[config.mk]
export PLATFORM = sky130hd
export DESIGN_NAME = timed_packet_hold_buffer
export DESIGN_NICKNAME = d
export VERILOG_FILES = /design/src/rtl/tphb_pkg.sv /design/src/rtl/tphb_ctrl.sv /design/src/rtl/tphb_dp.sv /design/src/rtl/timed_packet_hold_buffer.sv
export VERILOG_INCLUDE_DIRS = /design/src /design/src/rtl
export SDC_FILE = /design/constraint.sdc
export NUM_CORES = 2
export LEC_CHECK = 0
export ABC_CLOCK_PERIOD_IN_PS = 28000
export BUFFER_PORTS_ARGS = -buffer_cell sky130_fd_sc_hd__buf_2
export CORE_ASPECT_RATIO = 0.6
export CORE_MARGIN = 8
export CORE_UTILIZATION = 50
export DETAILED_ROUTE_END_ITERATION = 7
export PLACE_DENSITY_LB_ADDON = 0.05
export SETUP_SLACK_MARGIN = 0.5
export SLEW_MARGIN = 40
export SYNTH_ARGS = -nofsm -noshare
export SYNTH_HDL_FRONTEND = slang
export SYNTH_SLANG_ARGS = --single-unit
export TNS_END_PERCENT = 30
[constraint.sdc]
create_clock -name clk_i -period 28 [get_ports clk_i]
set_input_delay 5.6 -clock clk_i [delete_from_list [all_inputs] [get_ports clk_i]]
set_output_delay 5.6 -clock clk_i [all_outputs]
set_load 0.01 [all_outputs]
[src/rtl/timed_packet_hold_buffer_defines.svh]
// ----------------------------------------------------------------------------
// timed_packet_hold_buffer_defines
// assertion macros used by the hold buffer datapath
// ----------------------------------------------------------------------------
`ifndef TIMED_PACKET_HOLD_BUFFER_DEFINES_SVH
`define TIMED_PACKET_HOLD_BUFFER_DEFINES_SVH

`ifndef SYNTH
`define TPHB_ASSERT(name, prop, msg) \
  name: assert property (@(posedge clk_i) disable iff (!rst_ni) (prop)) else $error(msg);
`define TPHB_ASSERT_IMP(name, ante, cons, msg) \
  name: assert property (@(posedge clk_i) disable iff (!rst_ni) (ante) |-> (cons)) \
    else $error(msg);
`else
`define TPHB_ASSERT(name, prop, msg)
`define TPHB_ASSERT_IMP(name, ante, cons, msg)
`endif

`endif

[src/rtl/tphb_pkg.sv]
// ----------------------------------------------------------------------------
// tphb_pkg
// shared constants and controller/datapath interface types
// ----------------------------------------------------------------------------
`default_nettype none

package tphb_pkg;

  localparam int DEPTH = 16;
  localparam int IDX_W = $clog2(DEPTH);
  localparam int CNT_W = $clog2(DEPTH + 1);

  localparam logic [1:0] CMD_ENQ   = 2'd0;
  localparam logic [1:0] CMD_SWEEP = 2'd1;
  localparam logic [1:0] CMD_DROP  = 2'd2;
  localparam logic [1:0] CMD_SEND  = 2'd3;

  localparam logic [2:0] KIND_EVICT  = 3'd0;
  localparam logic [2:0] KIND_EXPIRE = 3'd1;
  localparam logic [2:0] KIND_SEND   = 3'd2;
  localparam logic [2:0] KIND_DROP   = 3'd3;
  localparam logic [2:0] KIND_SUM    = 3'd4;

  localparam logic REG_MAX_LEN = 1'b0;
  localparam logic REG_TIMEOUT = 1'b1;

  localparam logic [4:0]  MAX_LEN_RST = 5'd16;
  localparam logic [31:0] TIMEOUT_RST = 32'd30000000;

  typedef struct packed {
    logic load_cmd;
    logic step;
    logic load_sum;
  } dp_cmd_t;

  typedef struct packed {
    logic walk_done;
    logic cur_remove;
    logic out_free;
  } dp_stat_t;

endpackage

`default_nettype wire

[src/rtl/tphb_ctrl.sv]
// ----------------------------------------------------------------------------
// tphb_ctrl
// command sequencer: accept, walk over stored entries, summary
// ----------------------------------------------------------------------------
`default_nettype none

module tphb_ctrl import tphb_pkg::*; (
  input  wire logic     clk_i,
  input  wire logic     rst_ni,
  input  wire logic     in_valid_i,
  output logic          in_ready_o,
  input  wire dp_stat_t stat_i,
  output dp_cmd_t       cmd_o
);

  localparam logic [1:0] ST_IDLE = 2'd0;
  localparam logic [1:0] ST_WALK = 2'd1;
  localparam logic [1:0] ST_FIN  = 2'd2;

  logic [1:0] state_q, state_d;

  always_comb begin
    state_d        = state_q;
    cmd_o          = '0;
    in_ready_o     = 1'b0;
    case (state_q)
      ST_IDLE: begin
        in_ready_o = 1'b1;
        if (in_valid_i) begin
          cmd_o.load_cmd = 1'b1;
          state_d        = ST_WALK;
        end
      end
      ST_WALK: begin
        if (stat_i.walk_done) begin
          state_d = ST_FIN;
        end else if (!stat_i.cur_remove || stat_i.out_free) begin
          cmd_o.step = 1'b1;
        end
      end
      ST_FIN: begin
        if (stat_i.out_free) begin
          cmd_o.load_sum = 1'b1;
          state_d        = ST_IDLE;
        end
      end
      default: state_d = ST_IDLE;
    endcase
  end

  always_ff @(posedge clk_i or negedge rst_ni) begin
    if (!rst_ni) begin
      state_q <= ST_IDLE;
    end else begin
      state_q <= state_d;
    end
  end

endmodule

`default_nettype wire

[src/rtl/tphb_dp.sv]
// ----------------------------------------------------------------------------
// tphb_dp
// entry store, walk counters, timer and result register
// ----------------------------------------------------------------------------
`default_nettype none
`include "timed_packet_hold_buffer_defines.svh"

module tphb_dp import tphb_pkg::*; (
  input  wire logic        clk_i,
  input  wire logic        rst_ni,
  input  wire logic        cfg_we_i,
  input  wire logic        cfg_idx_i,
  input  wire logic [31:0] cfg_data_i,
  input  wire logic [1:0]  command_i,
  input  wire logic [31:0] now_i,
  input  wire logic [31:0] dest_addr_i,
  input  wire logic [15:0] packet_handle_i,
  input  wire dp_cmd_t     cmd_i,
  output dp_stat_t         stat_o,
  output logic             out_valid_o,
  input  wire logic        out_ready_i,
  output logic [2:0]       kind_o,
  output logic [15:0]      out_handle_o,
  output logic [31:0]      out_dest_o,
  output logic [4:0]       removed_count_o,
  output logic             timer_armed_o,
  output logic [31:0]      next_deadline_o,
  output logic             last_o
);

  logic [31:0] slot_dest   [DEPTH];
  logic [15:0] slot_handle [DEPTH];
  logic [31:0] slot_time   [DEPTH];

  logic [4:0]       max_len_q;
  logic [31:0]      timeout_q;
  logic [1:0]       cmd_q;
  logic [31:0]      now_q, dest_q;
  logic [15:0]      handle_q;
  logic [CNT_W-1:0] i_q, w_q, cnt_q, removed_q;
  logic             found_q;
  logic [31:0]      best_age_q, best_time_q;
  logic             tmr_on_q;
  logic [31:0]      tmr_dl_q;
  logic [31:0]      cur_dest_q, cur_time_q;
  logic [15:0]      cur_handle_q;

  logic             out_valid_q, out_last_q, out_armed_q;
  logic [2:0]       out_kind_q;
  logic [15:0]      out_handle_q;
  logic [31:0]      out_dest_q, out_dl_q;
  logic [4:0]       out_cnt_q;

  logic [IDX_W-1:0] rd_idx;
  logic [31:0]      age;
  logic [CNT_W-1:0] lim, base;
  logic             evict, expired, remove, out_free, better;
  logic [2:0]       rm_kind;
  logic             tmr_on_n;
  logic [31:0]      tmr_dl_n;

  // read address follows the next walk index so cur_* holds entry i_q
  always_comb begin
    if (cmd_i.load_cmd) begin
      rd_idx = '0;
    end else if (cmd_i.step) begin
      rd_idx = i_q[IDX_W-1:0] + IDX_W'(1);
    end else begin
      rd_idx = i_q[IDX_W-1:0];
    end
  end

  assign age        = now_q - cur_time_q;
  assign expired    = age > timeout_q;
  assign better     = !found_q || (age > best_age_q);

  // limit clamped to 1..DEPTH
  always_comb begin
    if (max_len_q == '0) begin
      lim = CNT_W'(1);
    end else if (32'(max_len_q) > DEPTH) begin
      lim = CNT_W'(DEPTH);
    end else begin
      lim = CNT_W'(max_len_q);
    end
  end

  assign evict = (cnt_q != '0) && (cnt_q >= lim);

  always_comb begin
    case (cmd_q)
      CMD_ENQ:   begin remove = (i_q == '0); rm_kind = KIND_EVICT;  end
      CMD_SWEEP: begin remove = expired;     rm_kind = KIND_EXPIRE; end
      CMD_SEND:  begin remove = (cur_dest_q == dest_q); rm_kind = KIND_SEND; end
      default:   begin remove = (cur_dest_q == dest_q); rm_kind = KIND_DROP; end
    endcase
  end

  assign out_free = !out_valid_q || out_ready_i;
  assign stat_o.walk_done  = (i_q == cnt_q) || ((cmd_q == CMD_ENQ) && !evict);
  assign stat_o.cur_remove = remove;
  assign stat_o.out_free   = out_free;

  // enqueue appends behind the kept entries
  assign base = evict ? w_q : cnt_q;

  always_comb begin
    tmr_on_n = tmr_on_q;
    tmr_dl_n = tmr_dl_q;
    case (cmd_q)
      CMD_ENQ: begin
        if (cnt_q == '0) begin
          tmr_on_n = 1'b1;
          tmr_dl_n = now_q;
        end
      end
      CMD_SWEEP: begin
        tmr_on_n = found_q;
        tmr_dl_n = found_q ? best_time_q + timeout_q : '0;
      end
      default: ;
    endcase
  end

  always_ff @(posedge clk_i or negedge rst_ni) begin
    if (!rst_ni) begin
      max_len_q <= MAX_LEN_RST;
      timeout_q <= TIMEOUT_RST;
    end else if (cfg_we_i) begin
      case (cfg_idx_i)
        REG_MAX_LEN: max_len_q <= cfg_data_i[4:0];
        REG_TIMEOUT: timeout_q <= cfg_data_i;
        default: ;
      endcase
    end
  end

  always_ff @(posedge clk_i or negedge rst_ni) begin
    if (!rst_ni) begin
      cnt_q     <= '0;
      i_q       <= '0;
      w_q       <= '0;
      removed_q <= '0;
      found_q   <= 1'b0;
      tmr_on_q  <= 1'b0;
      tmr_dl_q  <= '0;
    end else begin
      if (cmd_i.load_cmd) begin
        i_q       <= '0;
        w_q       <= '0;
        removed_q <= '0;
        found_q   <= 1'b0;
      end
      if (cmd_i.step) begin
        i_q <= i_q + CNT_W'(1);
        if (remove) begin
          removed_q <= removed_q + CNT_W'(1);
        end else begin
          w_q <= w_q + CNT_W'(1);
          if ((cmd_q == CMD_SWEEP) && better) begin
            found_q <= 1'b1;
          end
        end
      end
      if (cmd_i.load_sum) begin
        cnt_q    <= (cmd_q == CMD_ENQ) ? base + CNT_W'(1) : w_q;
        tmr_on_q <= tmr_on_n;
        tmr_dl_q <= tmr_on_n ? tmr_dl_n : '0;
      end
    end
  end

  always_ff @(posedge clk_i) begin
    if (cmd_i.load_cmd) begin
      cmd_q    <= command_i;
      now_q    <= now_i;
      dest_q   <= dest_addr_i;
      handle_q <= packet_handle_i;
    end
    if (cmd_i.step && !remove && (cmd_q == CMD_SWEEP) && better) begin
      best_age_q  <= age;
      best_time_q <= cur_time_q;
    end
  end

  always_ff @(posedge clk_i) begin
    cur_dest_q   <= slot_dest[rd_idx];
    cur_handle_q <= slot_handle[rd_idx];
    cur_time_q   <= slot_time[rd_idx];
    if (cmd_i.step && !remove) begin
      slot_dest[w_q[IDX_W-1:0]]   <= cur_dest_q;
      slot_handle[w_q[IDX_W-1:0]] <= cur_handle_q;
      slot_time[w_q[IDX_W-1:0]]   <= cur_time_q;
    end else if (cmd_i.load_sum && (cmd_q == CMD_ENQ)) begin
      slot_dest[base[IDX_W-1:0]]   <= dest_q;
      slot_handle[base[IDX_W-1:0]] <= handle_q;
      slot_time[base[IDX_W-1:0]]   <= now_q;
    end
  end

  // result register
  always_ff @(posedge clk_i or negedge rst_ni) begin
    if (!rst_ni) begin
      out_valid_q <= 1'b0;
    end else if ((cmd_i.step && remove) || cmd_i.load_sum) begin
      out_valid_q <= 1'b1;
    end else if (out_ready_i) begin
      out_valid_q <= 1'b0;
    end
  end

  always_ff @(posedge clk_i) begin
    if (cmd_i.step && remove) begin
      out_kind_q   <= rm_kind;
      out_handle_q <= cur_handle_q;
      out_dest_q   <= cur_dest_q;
      out_cnt_q    <= '0;
      out_armed_q  <= 1'b0;
      out_dl_q     <= '0;
      out_last_q   <= 1'b0;
    end else if (cmd_i.load_sum) begin
      out_kind_q   <= KIND_SUM;
      out_handle_q <= '0;
      out_dest_q   <= '0;
      out_cnt_q    <= 5'(removed_q);
      out_armed_q  <= tmr_on_n;
      out_dl_q     <= tmr_on_n ? tmr_dl_n : '0;
      out_last_q   <= 1'b1;
    end
  end

  assign out_valid_o     = out_valid_q;
  assign kind_o          = out_kind_q;
  assign out_handle_o    = out_handle_q;
  assign out_dest_o      = out_dest_q;
  assign removed_count_o = out_cnt_q;
  assign timer_armed_o   = out_armed_q;
  assign next_deadline_o = out_dl_q;
  assign last_o          = out_last_q;

  `TPHB_ASSERT(a_cnt_bound, cnt_q <= CNT_W'(DEPTH), "entry count above depth")
  `TPHB_ASSERT_IMP(a_tmr_off_zero, !tmr_on_q, tmr_dl_q == '0, "disarmed timer has deadline")
  `TPHB_ASSERT(a_wr_behind_rd, w_q <= i_q, "compaction write pointer ahead of read")

endmodule

`default_nettype wire

[src/rtl/timed_packet_hold_buffer.sv]
// ----------------------------------------------------------------------------
// timed_packet_hold_buffer
// hold buffer for packet handles waiting for a route, with timeout eviction
// ----------------------------------------------------------------------------
// input words on s_axis: tuser carries the command, tdata the timestamp,
// destination and handle. results on m_axis: tuser is the result kind, tlast
// marks the summary that closes every command.
// one command at a time: s_axis_tready is high only while the sequencer is
// idle. after acceptance the walk steps over every stored entry (enqueue
// without eviction walks none), then the walk state sees its end and the
// finish state loads the summary into the result register; s_axis_tready
// returns once the sequencer is back in idle. the walk reads one entry per
// cycle and compacts in place. each removal is loaded into the result
// register as the walk steps past its entry; the summary follows the walk.
// a stalled m_axis holds the result register and pauses the walk at the
// next removal or before the summary.
// reset empties the buffer, disarms the timer and loads max_len 16 and
// timeout 30000000 ticks. cfg writes are registered; the user must make them
// only while no command is in progress, as the block does not enforce this.
// ----------------------------------------------------------------------------
`default_nettype none

module timed_packet_hold_buffer import tphb_pkg::*; (
  input  wire logic        clk_i,
  input  wire logic        rst_ni,
  input  wire logic        cfg_we_i,
  input  wire logic        cfg_idx_i,
  input  wire logic [31:0] cfg_data_i,
  input  wire logic        s_axis_tvalid,
  output logic             s_axis_tready,
  input  wire logic [79:0] s_axis_tdata,   // now, dest_addr, packet_handle
  input  wire logic [1:0]  s_axis_tuser,   // command
  output logic             m_axis_tvalid,
  input  wire logic        m_axis_tready,
  output logic [87:0]      m_axis_tdata,   // out_handle, out_dest, removed_count,
                                           // timer_armed, next_deadline, pad
  output logic [2:0]       m_axis_tuser,   // kind
  output logic             m_axis_tlast    // last
);

  dp_cmd_t     cmd;
  dp_stat_t    stat;
  logic [15:0] out_handle;
  logic [31:0] out_dest, next_deadline;
  logic [4:0]  removed_count;
  logic        timer_armed;

  tphb_ctrl u_ctrl (
    .clk_i      (clk_i),
    .rst_ni     (rst_ni),
    .in_valid_i (s_axis_tvalid),
    .in_ready_o (s_axis_tready),
    .stat_i     (stat),
    .cmd_o      (cmd)
  );

  tphb_dp u_dp (
    .clk_i           (clk_i),
    .rst_ni          (rst_ni),
    .cfg_we_i        (cfg_we_i),
    .cfg_idx_i       (cfg_idx_i),
    .cfg_data_i      (cfg_data_i),
    .command_i       (s_axis_tuser),
    .now_i           (s_axis_tdata[31:0]),
    .dest_addr_i     (s_axis_tdata[63:32]),
    .packet_handle_i (s_axis_tdata[79:64]),
    .cmd_i           (cmd),
    .stat_o          (stat),
    .out_valid_o     (m_axis_tvalid),
    .out_ready_i     (m_axis_tready),
    .kind_o          (m_axis_tuser),
    .out_handle_o    (out_handle),
    .out_dest_o      (out_dest),
    .removed_count_o (removed_count),
    .timer_armed_o   (timer_armed),
    .next_deadline_o (next_deadline),
    .last_o          (m_axis_tlast)
  );

  assign m_axis_tdata = {2'b00, next_deadline, timer_armed, removed_count, out_dest, out_handle};

endmodule

`default_nettype wire

Word level (Yosys, flattened, before mapping)

Memory sizes are Yosys's and may differ from the RTL's. A register that Yosys moved wholly into a read port is not among the register bits.
Index checks and enable logic that the tools add are counted.

Register bits: 330
Bits in writable memories: 1280
Input bits: 120
Output and inout bits: 94
Memories kept: 3

Add/subtract/negate cells: 7
$lt $le $gt $ge: 4
Equal/unequal tests: 9
Multiplexer cells: 60
Bitwise logic cells: 1
Reductions and logical operators: 32

Memories:

| memory           | words | width | rd ports | clocked after memory_dff | write ports | line          | source |
|---|---|---|---|---|---|---|---|
| u_dp.slot_dest   | 16    | 32    | 1        | 1                        | 1           | tphb_dp.sv:31 | `logic [31:0] slot_dest [DEPTH];` |
| u_dp.slot_time   | 16    | 32    | 1        | 1                        | 1           | tphb_dp.sv:33 | `logic [31:0] slot_time [DEPTH];` |
| u_dp.slot_handle | 16    | 16    | 1        | 1                        | 1           | tphb_dp.sv:32 | `logic [15:0] slot_handle [DEPTH];` |

Operator list:

| cell                                                          | count |
|---|---|
| 32-bit two-way mux                                            | 7 |
| 32-bit > comparator                                           | 2 |
| 32-bit case mux with 2 select lines                           | 1 |
| 32-bit OR reduction                                           | 2 |
| 5-bit two-way mux                                             | 12 |
| 16-bit two-way mux                                            | 3 |
| 32-bit adder                                                  | 1 |
| 32-bit == test                                                | 1 |
| 32-bit subtractor                                             | 1 |
| 1-bit two-way mux                                             | 23 |
| 5-bit by 1-bit adder with 5-bit output, second input constant | 4 |
| 4-bit two-way mux                                             | 5 |
| 16-bit OR reduction                                           | 1 |
| 5-bit logical NOT                                             | 3 |
| 2-bit case mux with 3 select lines                            | 2 |
| 1-bit logical AND                                             | 8 |
| 2-bit two-way mux                                             | 3 |
| 3-bit two-way mux                                             | 2 |
| 2-bit nonzero test                                            | 3 |
| 5-bit == test                                                 | 1 |
| 5-bit greater-or-equal comparator                             | 1 |
| 5-bit > comparator, second input constant                     | 1 |
| 1-bit logical OR                                              | 5 |
| 5-bit nonzero test                                            | 1 |
| other kinds (11)                                              | 20 |

Depth between registers and ports, before layout

Depth in word-level cells: 15
Gate-level depth with buffers: 30

Hierarchy

From an unflattened synthesis, not the netlist that was laid out.

Cells, all modules: 3971
Area, all modules: 68812.2 um^2

Modules (own cells, without submodules):

| module                   | times used | cells each | area each (um^2) |
|---|---|---|---|
| tphb_dp                  | 1          | 3954       | 68669.6 |
| tphb_ctrl                | 1          | 13         | 116.4 |
| timed_packet_hold_buffer | 1          | 4          | 26.3 |

Worst setup path before layout

OpenSTA, ideal clock, no wires.

Path type: input -> register
From: input port m_axis_tready
To: memory u_dp.slot_dest[1][0] (enable)
Setup time: 0.519 ns
Data arrival time: 10.278 ns
Required time: 27.481 ns
Slack: 17.203 ns
Stages on the path: 9
Path buffers: 3
Cell sequence: nand2b_1 nor2b_1 clkbuf_1 and2_1 clkbuf_1 clkbuf_1 nand3_1 o31a_1 nor2_1

Word-level cells in the longest chain between the ends: 10
Elaborated cells between the ends (all ways): 17
Classes of those cells: 12 x mux; 5 x reduce/logical

Ends and longest elaborated chain:

| what                                                             | line                           | source |
|---|---|---|
| start: declaration                                               | timed_packet_hold_buffer.sv:34 | `input wire logic m_axis_tready,` |
| 1-bit logical OR *                                               | tphb_dp.sv:99                  | `assign out_free = !out_valid_q \|\| out_ready_i;` |
| 1-bit logical OR                                                 | tphb_ctrl.sv:37                | `end else if (!stat_i.cur_remove \|\| stat_i.out_free) begin` |
| 1-bit two-way mux                                                | tphb_ctrl.sv:37                |  |
| 1-bit two-way mux                                                | tphb_ctrl.sv:35                | `if (stat_i.walk_done) begin` |
| 1-bit two-way mux                                                | tphb_ctrl.sv:26                | `case (state_q)` |
| 1-bit logical AND                                                | tphb_dp.sv:190                 | `if (cmd_i.step && !remove) begin` |
| 1-bit two-way mux                                                | tphb_dp.sv:190                 |  |
| 1-bit two-way mux (implied by the code)                          | tphb_dp.sv:195                 | `slot_dest[base[IDX_W-1:0]] <= dest_q;` |
| 32-bit OR reduction (no line)                                    | -                              |  |
| 4-bit two-way mux (no line) or 1-bit two-way mux (tied branches) | -                              |  |
| end: declaration                                                 | tphb_dp.sv:31                  |  |

Every way passes the cells marked *; elsewhere a longest branch is shown, timed or not.

Final worst setup path

From: input port m_axis_tready
To: register u_dp.cur_handle_q[12] (read register of u_dp.slot_handle)

Word-level cells in the longest chain between the ends: 7

Ends and longest elaborated chain:

| what              | line            | source |
|---|---|---|
| 1-bit logical OR  | tphb_dp.sv:99   |  |
| 1-bit logical OR  | tphb_ctrl.sv:37 |  |
| 1-bit two-way mux | tphb_ctrl.sv:37 |  |
| 1-bit two-way mux | tphb_ctrl.sv:35 |  |
| 1-bit two-way mux | tphb_ctrl.sv:26 |  |
| 4-bit two-way mux | tphb_dp.sv:66   | `end else if (cmd_i.step) begin` |
| 4-bit two-way mux | tphb_dp.sv:64   | `if (cmd_i.load_cmd) begin` |
| end: declaration  | tphb_dp.sv:46   | `logic [15:0] cur_handle_q;` |

No other way between the ends.
A chain may end at the register's enable or synchronous reset.

==> impl_metrics.csv <==
group,metric,value,unit
run_status,status,"finished, final reports clean",
global_route,grt_overflow,0,
finish,finish.instance_area,0.0804,mm^2
synthesis,ys_warn_count,0,
worst_setup_path,endpoint_kind,"register",
power,net-switching-power,0.00309,W
sta,skew,34.1,ps
sta,fmax,95.1,MHz
synthesis,ys_async_sr_fraction,5.56,%
synthesis,yosysMostFrequentCell,"edfxtp_1",
die,rows,107,
synthesis,syn_area_per_cell,15.8,um^2
detailed_routing,wl_per_cell,26.2,um
sta,finalHoldViolations,0,
power,power_frac_seq,39.8,%
finish,fin_nets,5066,
worst_setup_path,worstPathMaxFanout,58,
place,dp_hpwl,105,mm
clock_network,clkTransAtPathRegs,60,ps
die,dieArea,0.155,mm^2
finish,multiInputGateArea,0.0210,mm^2
synthesis,synth_commonest_cells,"edfxtp_1 (1,477), mux2i_1 (1,209), nand2_1 (299), ha_1 (141), clkbuf_1 (126)",
sta,relSlewSlack,41.1,%
detailed_routing,ant_nets,0,
die,ios,214,
clock_network,clkSinkCount,1690,
place,numPortBuffers,211,
synthesis,synth_area,0.0712,mm^2
sta,worst_pin_slew,880,ps
finish,drive_above_1_share,13.8,%
clock_network,cts_resized,0,
worst_setup_path,path_class,"input pin to register",
finish,seqCellArea,0.0491,mm^2
detailed_routing,wirelength,180,mm
clock_network,postCtsSetupBuffers,0,
die,coreArea,0.142,mm^2
clock_network,cts_max_level,4,
clock_network,cts_buffers,158,
global_route,groute.usage.overall,22.8,%
worst_hold_path,hold_depth,0,
clock_network,clkLatencyLatePin,800,ps
synthesis,yosysTopAreaCell,"edfxtp_1",
sta,finalCritPeriodShare,37.5,%
detailed_routing,drtIter0Drc,3470,
worst_setup_path,r2r_cells,30,
global_route,grt_pass1_wl,263,mm
power,p_sw_share,34.5,%
worst_setup_path,ff2ff_setup_slack,17570,ps
place,post_dp_cell_area,0.0752,mm^2
power,p_leak,30.1,nW
die,start_util,50.3,%
power,clockPowerShare,24.3,%
detailed_routing,drc_errors,0,
synthesis,syn_inst,4517,
worst_setup_path,arrival,11150,ps
worst_setup_path,r2r-end,"u_dp.cur_handle_q[12]$_DFF_P_",
synthesis,seq_area_frac_synth,68.9,%
power,powerDensity,111,mW/mm^2
synthesis,synth_top_area_share,62.3,%
die,die_h,308,um
place,gp_congestion,0.852,
global_route,grt_max_degree,81,
sta,rsz0062_at_grt,"false",
detailed_routing,viasPerCell,5.66,
synthesis,synth.distinct_cells,74,
clock_network,holdBufCountCts,0,
worst_setup_path,reg2reg_from,"u_dp.cur_time_q[1]$_DFF_P_",
sta,finalSetupViolations,0,
clock_network,cts_tree,"yes",
place,dp.cells,6549,
finish,fill_cells,11200,
synthesis,synth_area_leaders,"edfxtp_1 (62%), mux2i_1 (17%), dfxtp_1 (3.3%)",
worst_hold_path,holdPathEnd,"u_dp.best_time_q[3]$_DFFE_PP_",
power,p_comb_share,35.9,%
power,worst_ir_drop_vdd,0.103,mV
die,die_x,503,um
synthesis,synth-seq-cells,1690,
worst_setup_path,crit_start,"m_axis_tready",
global_route,antenna_found_initial,12,
worst_setup_path,critPathRequiredTime,28640,ps
sta,maxSlewViolCount,0,
detailed_routing,num_vias,38700,
finish,area_growth,12.9,%
clock_network,cts_root_buf,"clkbuf_16",
global_route,grt_pass1_vias,37800,
run,drv_cap,0,
power,intPower,0.00586,W
worst_hold_path,min_from,"u_dp.cur_time_q[3]$_DFF_P_",
synthesis,ys.flop_type,"edfxtp_1",
sta,tns,0,ps
finish,fin_cells,6850,
synthesis,synth_edf_count,1477,
worst_hold_path,hold_path.class,"register to register",
clock_network,clock_path_buffers,3,
detailed_routing,dr.pass1.iters,6,
worst_setup_path,startpoint_type,"input pin",
sta,layout_min_cycle_time,10510,ps
## how the worst max path moves through the flow
stage	slack (ps)	to
floorplan	17200	u_dp.slot_dest[1][0]$_DFFE_PP_
global placement	16030	u_dp.cur_handle_q[12]$_DFF_P_
detailed placement	16640	u_dp.cur_handle_q[12]$_DFF_P_
CTS	17510	u_dp.cur_handle_q[12]$_DFF_P_
global route	16910	u_dp.cur_handle_q[12]$_DFF_P_
finish	17490	u_dp.cur_handle_q[12]$_DFF_P_
## state kept, by name, indices dropped and copies added, names as in the netlist, 32 cells and up
name / flops
u_dp.slot_dest: 512
u_dp.slot_time: 512
u_dp.slot_handle: 256
u_dp.best_age_q: 32
u_dp.best_time_q: 32
u_dp.cur_dest_q: 32
u_dp.cur_time_q: 32
u_dp.dest_q: 32
u_dp.next_deadline_o: 32
u_dp.now_q: 32
u_dp.out_dest_o: 32
u_dp.timeout_q: 32
u_dp.tmr_dl_q: 32
## cells in the final DEF, fill, tap and decap left out, drive strengths merged, types with 5 or more instances in the layout
cell,instances
nand3,25
nor4,10
nand2b,18
dfxtp,119
bufinv,11
xor2,45
o21bai,6
a21o,70
a21boi,5
nor3,21
and2,54
inv,136
clkinv,39
dfstp,11
buf,325
nand2,299
mux2,66
dfrtp,83
a211oi,5
o31ai,11
ha,141
o21a,20
and3,5
nor2b,17
a31oi,13
o22ai,10
a222oi,11
a22oi,15
edfxtp,1477
o21ai,92
xnor2,47
nand4,20
o221ai,6
o211ai,8
clkbuf,235
a21oi,91
mux2i,1209
nor2,104
## worst max-delay path, stage by stage
cell and delay [ps]:
buf_2 100, nand2b_1 280, o21ai_2 520, clkinv_1 210
ha_1 350, nor2_4 620, buf_6 610, buf_4 710
buf_6 660, buf_6 620, mux2i_1 260, mux2i_1 100
mux2i_1 210, mux2i_1 100
## per-stage QoR
step,hold slack (ps),utilization [%],total power (W),setup slack [ps]
floorplan,408,-,0.00583,17200
global placement,413,52.8,0.00677,16030
detailed placement,414,53.1,0.00682,16640
CTS,430,56.7,0.00900,17510
global route,449,56.8,0.00941,16910
finish,434,56.8,0.00894,17490
## cells by family after synthesis
| group | share of synthesized area [%] |
|---|---|
| DFF | 68.9 |
| muxes | 18.0 |
| and+or+nand+nor | 3.76 |
| AOI/OAI and AO/OA | 3.64 |
| buffers and inverters | 1.94 |
| adders and majority gates | 2.53 |
| xor gates and xnor gates | 1.13 |
| other | 0.00527 |
## power by group through the flow
stage / Sequential [W] / Clock (W) / Combinational [W]
6_report: 0.00356 / 0.00217 / 0.00321
5_1_grt: 0.00358 / 0.00231 / 0.00351
4_1_cts: 0.00356 / 0.00222 / 0.00322
3_5_place_dp: 0.00361 / 0 / 0.00321
3_3_place_gp: 0.00361 / 0 / 0.00316
2_1_floorplan: 0.00357 / 0 / 0.00227
## final cells by class
| type | instances | area share (%) |
|---|---|---|
| Sequential cell | 1690 | 61.1 |
| Multi-Input combinational cell | 2500 | 26.1 |
| Clock buffer | 235 | 5.59 |
| Tap cell | 1907 | 2.97 |
| Timing Repair Buffer | 325 | 2.79 |
| Clock inverter | 61 | 0.867 |
| Inverter | 128 | 0.605 |
| Antenna cell | 4 | 0.0124 |
## routing by layer
metal | vias up | routed length (um) | part of all wire [%] | track usage [%]
met1 | 19800 | 88500 | 49 | 35.5
met5 | - | 10 | 0.0056 | 0
li1 | 17700 | - | - | -
met2 | 1009 | 77300 | 43 | 33.1
met3 | 189 | 10700 | 5.9 | 4.38
met4 | 2 | 3150 | 1.8 | 5.30
Power figures use the tool's default switching activity.
